**config.mk**
```make
export PLATFORM = sky130hd
export DESIGN_NAME = windowed_periodic_chime_with_blink
export DESIGN_NICKNAME = d
export VERILOG_FILES = /design/src/sv/wpc_pkg.sv /design/src/sv/wpc_mod.sv /design/src/sv/windowed_periodic_chime_with_blink.sv
export SDC_FILE = /design/constraint.sdc
export NUM_CORES = 1
export LEC_CHECK = 0
export BUFFER_PORTS_ARGS = -buffer_cell sky130_fd_sc_hd__buf_2
export CORE_UTILIZATION = 45
export DETAILED_ROUTE_END_ITERATION = 10
export PLACE_DENSITY = 0.64
export SETUP_SLACK_MARGIN = 0.15
export SLEW_MARGIN = 20
export SYNTH_ARGS = -nofsm -noshare
export SYNTH_HDL_FRONTEND = slang
export SYNTH_HIERARCHICAL = 1
export SYNTH_SLANG_ARGS = --single-unit
```
**constraint.sdc**
```tcl
create_clock -name i_clk -period 3.3 [get_ports i_clk]
set_input_delay 0.66 -clock i_clk [delete_from_list [all_inputs] [get_ports i_clk]]
set_output_delay 0.66 -clock i_clk [all_outputs]
set_load 0.05 [all_outputs]
```
**src/sv/wpc_pkg.sv**
```systemverilog
// Package: shared constants, types and the divider request and status for the chime block.
package wpc_pkg;

    // Field and register widths
    localparam int CMD_W      = 1;
    localparam int WDAY_W     = 3;
    localparam int HOUR_W     = 5;
    localparam int MIN_W      = 6;
    localparam int MODE_W     = 2;
    localparam int MASK_W     = 7;
    localparam int MOD_W      = 11;
    localparam int PULSE_W    = 8;
    localparam int KIND_W     = 2;
    localparam int CFG_IDX_W  = 3;
    localparam int CFG_DATA_W = 11;

    // Blink length and its counter width
    localparam int BLINK_STEPS = 10;
    localparam int STEP_W      = $clog2(BLINK_STEPS + 1);

    // Divider step count and counter width
    localparam int DIV_STEPS = MOD_W;
    localparam int DIV_CNT_W = $clog2(DIV_STEPS + 1);

    // Constants of the time arithmetic
    localparam logic [MOD_W-1:0] MIN_PER_HOUR = MOD_W'(60);
    localparam logic [MOD_W-1:0] DEF_INTERVAL = MOD_W'(30);

    // Command codes
    localparam logic [CMD_W-1:0] CMD_MINUTE = 1'b0;
    localparam logic [CMD_W-1:0] CMD_SECOND = 1'b1;

    // Chime modes
    localparam logic [MODE_W-1:0] MODE_OFF    = 2'd0;
    localparam logic [MODE_W-1:0] MODE_HOURLY = 2'd1;

    // Pulse pattern codes and reported kinds
    localparam logic [PULSE_W-1:0] PULSE_DOUBLE = 8'd1;
    localparam logic [PULSE_W-1:0] PULSE_LONG   = 8'd2;
    localparam logic [KIND_W-1:0]  KIND_SHORT   = 2'd0;
    localparam logic [KIND_W-1:0]  KIND_DOUBLE  = 2'd1;
    localparam logic [KIND_W-1:0]  KIND_LONG    = 2'd2;

    // Configuration register indexes
    localparam logic [CFG_IDX_W-1:0] REG_MODE     = 3'd0;
    localparam logic [CFG_IDX_W-1:0] REG_MASK     = 3'd1;
    localparam logic [CFG_IDX_W-1:0] REG_WSTART   = 3'd2;
    localparam logic [CFG_IDX_W-1:0] REG_WEND     = 3'd3;
    localparam logic [CFG_IDX_W-1:0] REG_INTERVAL = 3'd4;
    localparam logic [CFG_IDX_W-1:0] REG_IGNQUIET = 3'd5;
    localparam logic [CFG_IDX_W-1:0] REG_PULSE    = 3'd6;

    // Request to the remainder unit
    typedef struct packed {
        logic             start;
        logic [MOD_W-1:0] dividend;
        logic [MOD_W-1:0] divisor;
    } t_div_req;

    // Status back from the remainder unit
    typedef struct packed {
        logic             busy;
        logic             done;
        logic [MOD_W-1:0] rem;
    } t_div_stat;

endpackage

```
**src/sv/wpc_mod.sv**
```systemverilog
// Remainder unit: restoring division, one quotient bit per cycle.
module wpc_mod (
    input  logic              i_clk,
    input  logic              i_rst_n,
    input  wpc_pkg::t_div_req i_req,
    output wpc_pkg::t_div_stat o_stat
);
    import wpc_pkg::*;

    logic [MOD_W-1:0]     r_num, n_num;
    logic [MOD_W-1:0]     r_rem, n_rem;
    logic [MOD_W-1:0]     r_div, n_div;
    logic [DIV_CNT_W-1:0] r_cnt, n_cnt;
    logic                 r_busy, n_busy;
    logic                 r_done, n_done;
    logic [MOD_W:0]       w_trial;
    logic [MOD_W:0]       w_diff;

    // Shift in the next dividend bit and try the subtract
    assign w_trial = {r_rem, r_num[MOD_W-1]};
    assign w_diff  = w_trial - {1'b0, r_div};

    always_comb begin
        n_num  = r_num;
        n_rem  = r_rem;
        n_div  = r_div;
        n_cnt  = r_cnt;
        n_busy = r_busy;
        n_done = 1'b0;
        if (i_req.start) begin
            n_num  = i_req.dividend;
            n_div  = i_req.divisor;
            n_rem  = '0;
            n_cnt  = DIV_CNT_W'(DIV_STEPS);
            n_busy = 1'b1;
        end else if (r_busy) begin
            // Keep the difference when the trial is not below the divisor
            if (w_trial >= {1'b0, r_div}) begin
                n_rem = w_diff[MOD_W-1:0];
            end else begin
                n_rem = w_trial[MOD_W-1:0];
            end
            n_num = {r_num[MOD_W-2:0], 1'b0};
            n_cnt = r_cnt - DIV_CNT_W'(1);
            if (r_cnt == DIV_CNT_W'(1)) begin
                n_busy = 1'b0;
                n_done = 1'b1;
            end
        end
    end

    always_ff @(posedge i_clk) begin
        if (!i_rst_n) begin
            r_busy <= 1'b0;
            r_done <= 1'b0;
            r_cnt  <= '0;
        end else begin
            r_busy <= n_busy;
            r_done <= n_done;
            r_cnt  <= n_cnt;
        end
        r_num <= n_num;
        r_rem <= n_rem;
        r_div <= n_div;
    end

    assign o_stat.busy = r_busy;
    assign o_stat.done = r_done;
    assign o_stat.rem  = r_rem;

endmodule

```
**src/sv/windowed_periodic_chime_with_blink.sv**
```systemverilog
// Top level: chime decision, blink sequencer, configuration and output register.
// Minute tick: from accept the request passes S_CALC (11 remainder steps in wpc_mod), then S_WRITE.
// Second tick: from accept it goes straight to S_WRITE; no remainder work.
// One request at a time: a new tick is accepted only in S_IDLE, once the last one is written;
// the next may be accepted while a result waits to be taken.
// Reset (synchronous, active low) restores the register defaults and clears the blink.
module windowed_periodic_chime_with_blink (
    input  logic                           i_clk,
    input  logic                           i_rst_n,
    input  logic                           i_cfg_we,
    input  logic [wpc_pkg::CFG_IDX_W-1:0]  i_cfg_idx,
    input  logic [wpc_pkg::CFG_DATA_W-1:0] i_cfg_data,
    input  logic                           i_in_valid,
    output logic                           o_in_ready,
    input  logic [wpc_pkg::CMD_W-1:0]      i_cmd,
    input  logic [wpc_pkg::WDAY_W-1:0]     i_weekday,
    input  logic [wpc_pkg::HOUR_W-1:0]     i_hour,
    input  logic [wpc_pkg::MIN_W-1:0]      i_minute,
    input  logic                           i_quiet_now,
    output logic                           o_out_valid,
    input  logic                           i_out_ready,
    output logic                           o_chime_fired,
    output logic [wpc_pkg::KIND_W-1:0]     o_pattern_kind,
    output logic                           o_blink_active,
    output logic                           o_blink_inverted,
    output logic                           o_marks_hour_hand,
    output logic                           o_redraw_notice
);
    import wpc_pkg::*;

    typedef enum logic [1:0] {S_IDLE, S_CALC, S_WRITE} t_state;

    // Configuration registers
    logic [MODE_W-1:0]  r_mode;
    logic [MASK_W-1:0]  r_mask;
    logic [MOD_W-1:0]   r_wstart;
    logic [MOD_W-1:0]   r_wend;
    logic [MOD_W-1:0]   r_interval;
    logic               r_ign_quiet;
    logic [PULSE_W-1:0] r_pulse;

    // Captured request
    t_state             r_state;
    logic [CMD_W-1:0]   r_cmd;
    logic [WDAY_W-1:0]  r_wday;
    logic [MIN_W-1:0]   r_minute;
    logic               r_quiet;
    logic [MOD_W-1:0]   r_mod;

    // Blink state
    logic               r_blink_on, n_blink_on;
    logic               r_blink_phase, n_blink_phase;
    logic [STEP_W-1:0]  r_blink_steps, n_blink_steps;
    logic               r_hour_flag, n_hour_flag;

    // Output register
    logic               r_out_valid;
    logic               r_fired, n_fired;
    logic [KIND_W-1:0]  r_kind, n_kind;
    logic               r_redraw, n_redraw;

    logic               w_accept;
    logic [MOD_W-1:0]   w_mod_in;
    logic [MOD_W-1:0]   w_ival;
    logic               w_in_window;
    logic               w_cadence;
    logic               w_ok;
    logic [STEP_W-1:0]  w_step_inc;
    logic               w_out_free;
    t_div_req           w_req;
    t_div_stat          w_stat;

    assign o_in_ready = (r_state == S_IDLE);
    assign w_accept   = i_in_valid && o_in_ready;
    assign w_out_free = !r_out_valid || i_out_ready;

    // Minute of day: hour*60 as (hour<<6) - (hour<<2), plus minute
    assign w_mod_in = (MOD_W'(i_hour) << 6) - (MOD_W'(i_hour) << 2) + MOD_W'(i_minute);
    assign w_ival   = (r_interval != '0) ? r_interval : DEF_INTERVAL;

    // Launch the remainder on a minute tick
    assign w_req.start    = w_accept && (i_cmd == CMD_MINUTE);
    assign w_req.dividend = w_mod_in;
    assign w_req.divisor  = w_ival;

    wpc_mod u_mod (
        .i_clk   (i_clk),
        .i_rst_n (i_rst_n),
        .i_req   (w_req),
        .o_stat  (w_stat)
    );

    // Window test, inclusive ends, wrapping when start exceeds end; equal ends match every minute
    always_comb begin
        priority if (r_wstart == r_wend) begin
            w_in_window = 1'b1;
        end else if (r_wstart < r_wend) begin
            w_in_window = (r_mod >= r_wstart) && (r_mod <= r_wend);
        end else begin
            w_in_window = (r_mod >= r_wstart) || (r_mod <= r_wend);
        end
    end

    assign w_cadence = (r_mode == MODE_HOURLY) ? (r_minute == '0) : (w_stat.rem == '0);
    assign w_ok = (r_mode != MODE_OFF) && r_mask[r_wday] && (r_wday < WDAY_W'(MASK_W))
                  && w_in_window && w_cadence && (r_ign_quiet || !r_quiet);
    assign w_step_inc = r_blink_steps + STEP_W'(1);

    // Next blink state and result for the captured request
    always_comb begin
        n_blink_on    = r_blink_on;
        n_blink_phase = r_blink_phase;
        n_blink_steps = r_blink_steps;
        n_hour_flag   = r_hour_flag;
        n_fired       = 1'b0;
        n_kind        = KIND_SHORT;
        n_redraw      = 1'b0;
        if (r_cmd == CMD_SECOND) begin
            if (r_blink_on) begin
                n_blink_steps = w_step_inc;
                if (w_step_inc >= STEP_W'(BLINK_STEPS)) begin
                    n_blink_on    = 1'b0;
                    n_blink_phase = 1'b0;
                end else begin
                    n_blink_phase = !r_blink_phase;
                end
                n_redraw = 1'b1;
            end
        end else if (w_ok) begin
            n_fired = 1'b1;
            priority if (r_pulse == PULSE_DOUBLE) begin
                n_kind = KIND_DOUBLE;
            end else if (r_pulse == PULSE_LONG) begin
                n_kind = KIND_LONG;
            end else begin
                n_kind = KIND_SHORT;
            end
            n_blink_on    = 1'b1;
            n_blink_phase = 1'b1;
            n_blink_steps = '0;
            n_hour_flag   = (r_mode == MODE_HOURLY) || (w_ival == MIN_PER_HOUR);
            n_redraw      = 1'b1;
        end
    end

    // Configuration writes
    always_ff @(posedge i_clk) begin
        if (!i_rst_n) begin
            r_mode      <= MODE_OFF;
            r_mask      <= '1;
            r_wstart    <= '0;
            r_wend      <= '0;
            r_interval  <= DEF_INTERVAL;
            r_ign_quiet <= 1'b0;
            r_pulse     <= '0;
        end else if (i_cfg_we) begin
            unique case (i_cfg_idx)
                REG_MODE:     r_mode      <= i_cfg_data[MODE_W-1:0];
                REG_MASK:     r_mask      <= i_cfg_data[MASK_W-1:0];
                REG_WSTART:   r_wstart    <= i_cfg_data[MOD_W-1:0];
                REG_WEND:     r_wend      <= i_cfg_data[MOD_W-1:0];
                REG_INTERVAL: r_interval  <= i_cfg_data[MOD_W-1:0];
                REG_IGNQUIET: r_ign_quiet <= i_cfg_data[0];
                REG_PULSE:    r_pulse     <= i_cfg_data[PULSE_W-1:0];
                default: ;
            endcase
        end
    end

    // Capture the request fields
    always_ff @(posedge i_clk) begin
        if (w_accept) begin
            r_cmd    <= i_cmd;
            r_wday   <= i_weekday;
            r_minute <= i_minute;
            r_quiet  <= i_quiet_now;
            r_mod    <= w_mod_in;
        end
    end

    // Sequencer, blink state and output register
    always_ff @(posedge i_clk) begin
        if (!i_rst_n) begin
            r_state       <= S_IDLE;
            r_out_valid   <= 1'b0;
            r_blink_on    <= 1'b0;
            r_blink_phase <= 1'b0;
            r_blink_steps <= '0;
            r_hour_flag   <= 1'b0;
        end else begin
            // Drop the result once taken, unless the next one replaces it
            if (r_out_valid && i_out_ready && (r_state != S_WRITE)) begin
                r_out_valid <= 1'b0;
            end
            unique case (r_state)
                S_IDLE: begin
                    if (w_accept) begin
                        r_state <= (i_cmd == CMD_MINUTE) ? S_CALC : S_WRITE;
                    end
                end
                S_CALC: begin
                    if (w_stat.done) begin
                        r_state <= S_WRITE;
                    end
                end
                S_WRITE: begin
                    // Hold until the output register is free
                    if (w_out_free) begin
                        r_out_valid   <= 1'b1;
                        r_fired       <= n_fired;
                        r_kind        <= n_kind;
                        r_redraw      <= n_redraw;
                        r_blink_on    <= n_blink_on;
                        r_blink_phase <= n_blink_phase;
                        r_blink_steps <= n_blink_steps;
                        r_hour_flag   <= n_hour_flag;
                        r_state       <= S_IDLE;
                    end
                end
                default: r_state <= S_IDLE;
            endcase
        end
    end

    assign o_out_valid       = r_out_valid;
    assign o_chime_fired     = r_fired;
    assign o_pattern_kind    = r_kind;
    assign o_blink_active    = r_blink_on;
    assign o_blink_inverted  = r_blink_on && r_blink_phase;
    assign o_marks_hour_hand = r_hour_flag;
    assign o_redraw_notice   = r_redraw;

    // A fired chime always starts a fresh, inverted blink and asks for a redraw
    a_fire_blink: assert property (@(posedge i_clk) disable iff (!i_rst_n)
        (o_out_valid && o_chime_fired) |-> (o_blink_inverted && o_redraw_notice))
        else $error("chime fired without starting the blink");

    // No pattern kind without a chime
    a_kind_idle: assert property (@(posedge i_clk) disable iff (!i_rst_n)
        (o_out_valid && !o_chime_fired) |-> (o_pattern_kind == KIND_SHORT))
        else $error("pattern kind reported without a chime");

    // The remainder unit is never busy while a new request can be taken
    a_div_idle: assert property (@(posedge i_clk) disable iff (!i_rst_n)
        o_in_ready |-> !w_stat.busy)
        else $error("remainder unit busy while accepting");

    // A minute tick never produces its result before the remainder finishes
    a_calc_wait: assert property (@(posedge i_clk) disable iff (!i_rst_n)
        (r_state == S_CALC && !w_stat.done) |=> (r_state == S_CALC))
        else $error("left calculation before remainder done");

endmodule
```
Word-level counts from Yosys, hierarchy flattened
Cells that the tools add are included.
{"block": "op_classes", "bitwise_logic": 5, "muxes": 38, "n_shift": 0, "n_reduce_logical": 42, "magnitude_cmp": 7, "eq_ne": 19, "div": 0, "add_sub_neg": 5, "mul": 0}
{"op": "$mux 11", "n": 4}
{"op": "$mux 1", "n": 22}
{"op": "$mux 4", "n": 5}
{"op": "$reduce_and 2->1", "n": 7}
{"op": "$ge 12x11->1", "n": 1}
{"op": "$add 11x6->11", "n": 1}
{"op": "$eq 11x11->1", "n": 1}
{"op": "$eq 11x6->1 const B", "n": 1}
{"op": "$ge 11x11->1", "n": 1}
{"op": "$le 11x11->1", "n": 1}
{"op": "$logic_and 1x1->1", "n": 11}
{"op": "$logic_not 11->1", "n": 1}
{"op": "$lt 11x11->1", "n": 1}
{"op": "$reduce_bool 11->1", "n": 1}
{"op": "$sub 11x11->11", "n": 1}
{"op": "$sub 11x7->11", "n": 1}
{"op": "$mux 2", "n": 5}
{"op": "$eq 3x3->1 const B", "n": 3}
{"op": "$reduce_and 3->1", "n": 3}
{"op": "$eq 8x1->1 const B", "n": 1}
{"op": "$eq 8x2->1 const B", "n": 1}
{"op": "$reduce_and 4->1", "n": 2}
{"op": "$eq 3x2->1 const B", "n": 2}
{"op": "$logic_not 6->1", "n": 1}
{"op": "21 further kinds", "n": 38}
{"block": "totals", "wordCells": 145, "out_inout_bits": 9, "rom_bits": 0, "latch_bits": 0, "inputBits": 35, "ramBits": 0, "register_bits": 126, "memories": 0}

Depth between registers and ports, before layout
{"block": "logic_depth", "depth_word": 9, "ltp_mapped": 10}

Modules after synthesis
The synthesis kept the hierarchy.
{"module": "windowed_periodic_chime_with_blink", "n_inst": 1, "area_per_inst_um2": 4461.8, "cells_each": 500, "seq_area_each_um2": 1941.9}
{"module": "wpc_mod", "n_inst": 1, "area_per_inst_um2": 2115.8, "cells_each": 203, "seq_area_each_um2": 1001.0}

Worst setup path before layout
Ideal clock, no wire load.
{"block": "synth_timing", "path_kind": "input to register", "from": "input i_cmd", "to": "register u_mod.r_num[7], data pin", "path_buffers": 2, "stages": 5, "arrival_time_ns": 2.803, "slack_ns": 0.237, "required_time_ns": 3.040, "cell_sequence": "nand2b_1 nor3_1 clkbuf_1 clkbuf_1 mux2_2"}
{"item": "from (decl)", "line": "windowed_periodic_chime_with_blink.sv:15", "rtl": "input logic [wpc_pkg::CMD_W-1:0] i_cmd,"}
{"item": "to (signal assigned)", "line": "wpc_mod.sv:62", "rtl": "r_num <= n_num;"}
{"item": "to (decl)", "line": "wpc_mod.sv:10", "rtl": "logic [MOD_W-1:0] r_num, n_num;"}

Worst setup path after layout
{"block": "layout_timing", "from": "register r_minute[1]", "to": "register r_kind[0], in the netlist o_pattern_kind[0], data pin"}
{"block": "layout_between", "elab_chain_cells": 6}
{"item": "from (decl)", "line": "windowed_periodic_chime_with_blink.sv:46", "rtl": "logic [MIN_W-1:0] r_minute;"}
{"item": "from (signal assigned)", "line": "windowed_periodic_chime_with_blink.sv:175", "rtl": "r_minute <= i_minute;"}
{"item": "$logic_not 6->1", "line": "windowed_periodic_chime_with_blink.sv:104", "rtl": "assign w_cadence = (r_mode == MODE_HOURLY) ? (r_minute == '0) : (w_stat.rem == '0);"}
{"item": "$mux 1", "line": "windowed_periodic_chime_with_blink.sv:104"}
{"item": "$logic_and 1x1->1 (2 in series)", "line": "windowed_periodic_chime_with_blink.sv:106", "rtl": "&& w_in_window && w_cadence && (r_ign_quiet || !r_quiet);"}
{"item": "$not 1->1 (no line)"}
{"item": "$reduce_or 2->1 (no line)"}
{"item": "to (signal assigned)", "line": "windowed_periodic_chime_with_blink.sv:211", "rtl": "r_kind <= n_kind;"}
{"item": "to (decl)", "line": "windowed_periodic_chime_with_blink.sv:59", "rtl": "logic [KIND_W-1:0] r_kind, n_kind;"}
Every way passes these cells.
A chain may end at the register's enable or synchronous reset.

==> flow_summary.ini <==
[finish]
area_delta_synth_final_pct = 14.8
final_util_pct = 53.7
n_fill_cell = 1270
final_common_cell = nand2_1
multi_input_area_mm2 = 0.00332
fin_nets = 830
drive_gt1_share_pct = 13.8
regArea_mm2 = 0.00294
antenna_cells = 0
most-common-layout-cells = nand2_1, dfxtp_1, ha_1

[grt]
grt_pass1_wl_um = 24500
antenna_found_initial = 0
grt_pass1_vias = 5024
grt_usage_pct = 21.5
grt-ovfl-total = 0
grt_start_max_net_pins = 57

[critical_path]
crit_required_ns = 3.53
cp_max_fo = 7
critPathKind = reg -> reg
crit_arrival_ns = 3.17
ff2ff_setup_slack_ns = 0.36
critPathCaptureType = register
cp-start-kind = register

[cts]
cts_tree = yes
clk-insertion-delay-late_ns = 0.42
h-tree-depth = 4
cts_hold_buf = 0
clockBufferDepth = 2
path_clk_slew_ns = 0.06
cts.sinks = 124
cts_root_buf = clkbuf_16
numCtsBuffers = 17

[power_and_ir_drop]
powerDensity_mw_per_mm2 = 584
leakage_nw = 3.00
ir_drop_mv = 0.362
finalPower_mw = 4.41

[routing]
drt-initial-drc-count = 384
wl_per_cell_um = 16.0
vias = 5107
wirelength_um = 14900
drcViolationCount = 0
first_pass_iters = 6
antenna_left = 0
viasPerCell = 5.47

[timing]
skew_ns = 0.00941
period_share_pct = 89.1
finalHoldViolations = 0
fin_hold_ws_ns = 0.417
setup_viol = 0
setup_tns_ns = 0
timing.fmax_mhz = 340
post-route-min-period_ns = 2.94
drv_slew = 0
rsz0062_at_grt = no
relSlewSlack_pct = 46.3
worst_pin_slew_ns = 0.803

[die]
ios = 44
fp.dieW_um = 123
core_mm2 = 0.0140
die_h_um = 123
core.rowCount = 43
initial_utilization_pct = 46.8
dieArea_mm2 = 0.0151

[synthesis]
syn_area_per_cell_um2 = 9.36
synthCells = 702
ys_warn_count = 6
syn_nets = 791
synth_area_mm2 = 0.00657

[placement]
io_buffer_count = 43
dp_hpwl_um = 11000
routabilityCongestion = 0.891

[job]
cap_violations = 0

[min_path]
min_path_type = in -> reg

[status]
status = finished, final reports clean
critical path: stages (launching register included):
cell	delay, ns
edfxtp_1	0.43
or4_1	0.57
nor4_2	0.34
a31oi_1	0.17
nor3_1	0.31
o41ai_1	0.16
buf_4	0.18
or2_1	0.29
nor4_1	0.29
report_power, final:
group | internal, mW | leakage [nW] | total (mW) | switching, mW
registers | 1.70 | 1.06 | 1.79 | 0.0882
clock network | 1.23 | 0.290 | 1.90 | 0.669
logic | 0.298 | 1.65 | 0.725 | 0.426
total | 3.22 | 3.00 | 4.41 | 1.18
stage by stage:
step / area, um^2 / cells / setup slack [ns]
2_1_floorplan: 6570 / 702 / 0.237
3_3_place_gp: 6930 / 902 / 0.319
3_5_place_dp: 6930 / 902 / 0.260
4_1_cts: 7540 / 934 / 0.206
5_1_grt: 7540 / 934 / 0.259
6_report: 7540 / 934 / 0.360
what timing repair did:
action / 4_1_cts / 5_1_grt
setup buffers: 0 / 0
endpoints found under the setup margin: 0 / 1
gates resized for setup: 0 / 1
state kept, by name, indices dropped and copies added (netlist names), 7 cells and up:
register / cells
r_interval: 11
r_wend: 11
r_wstart: 11
u_mod/r_div: 11
u_mod/r_num: 11
u_mod/r_rem: 11
r_mod: 9
r_pulse: 8
r_mask: 7
per-layer routing:
layer / GRT usage, % / up-vias / routed length, um
met3: 5.11 / 20 / 455
met5: 0 / - / 0
met2: 36.1 / 93 / 7320
met1: 26.9 / 2426 / 6880
li1: - / 2568 / -
met4: 7.09 / 0 / 270
path summary, 6_finish.rpt:
| kind | cells after the start | endpoint | from |
|---|---|---|---|
| setup / recovery | 8 | o_pattern_kind[0]$_SDFFCE_PP0P_ | r_minute[1]$_DFFE_PP_ |
| hold / removal | 1 | r_wday[1]$_DFFE_PP_ | i_weekday[1] |
| setup reg to reg | 8 | o_pattern_kind[0]$_SDFFCE_PP0P_ | r_minute[1]$_DFFE_PP_ |
| hold reg to reg | 2 | r_wend[10]$_SDFFE_PN0P_ | r_wend[10]$_SDFFE_PN0P_ |
area by class of cell:
cell class              instances  share of cell area, %
clock inverters                11                   1.87
multi-input cells             498                   44.0
clock buffers                  21                   6.12
inverters                      51                   2.54
repair buffers                 49                   3.45
well taps                     180                   2.99
flip-flops and latches        124                   39.0
(Power assumes the default switching activity.)
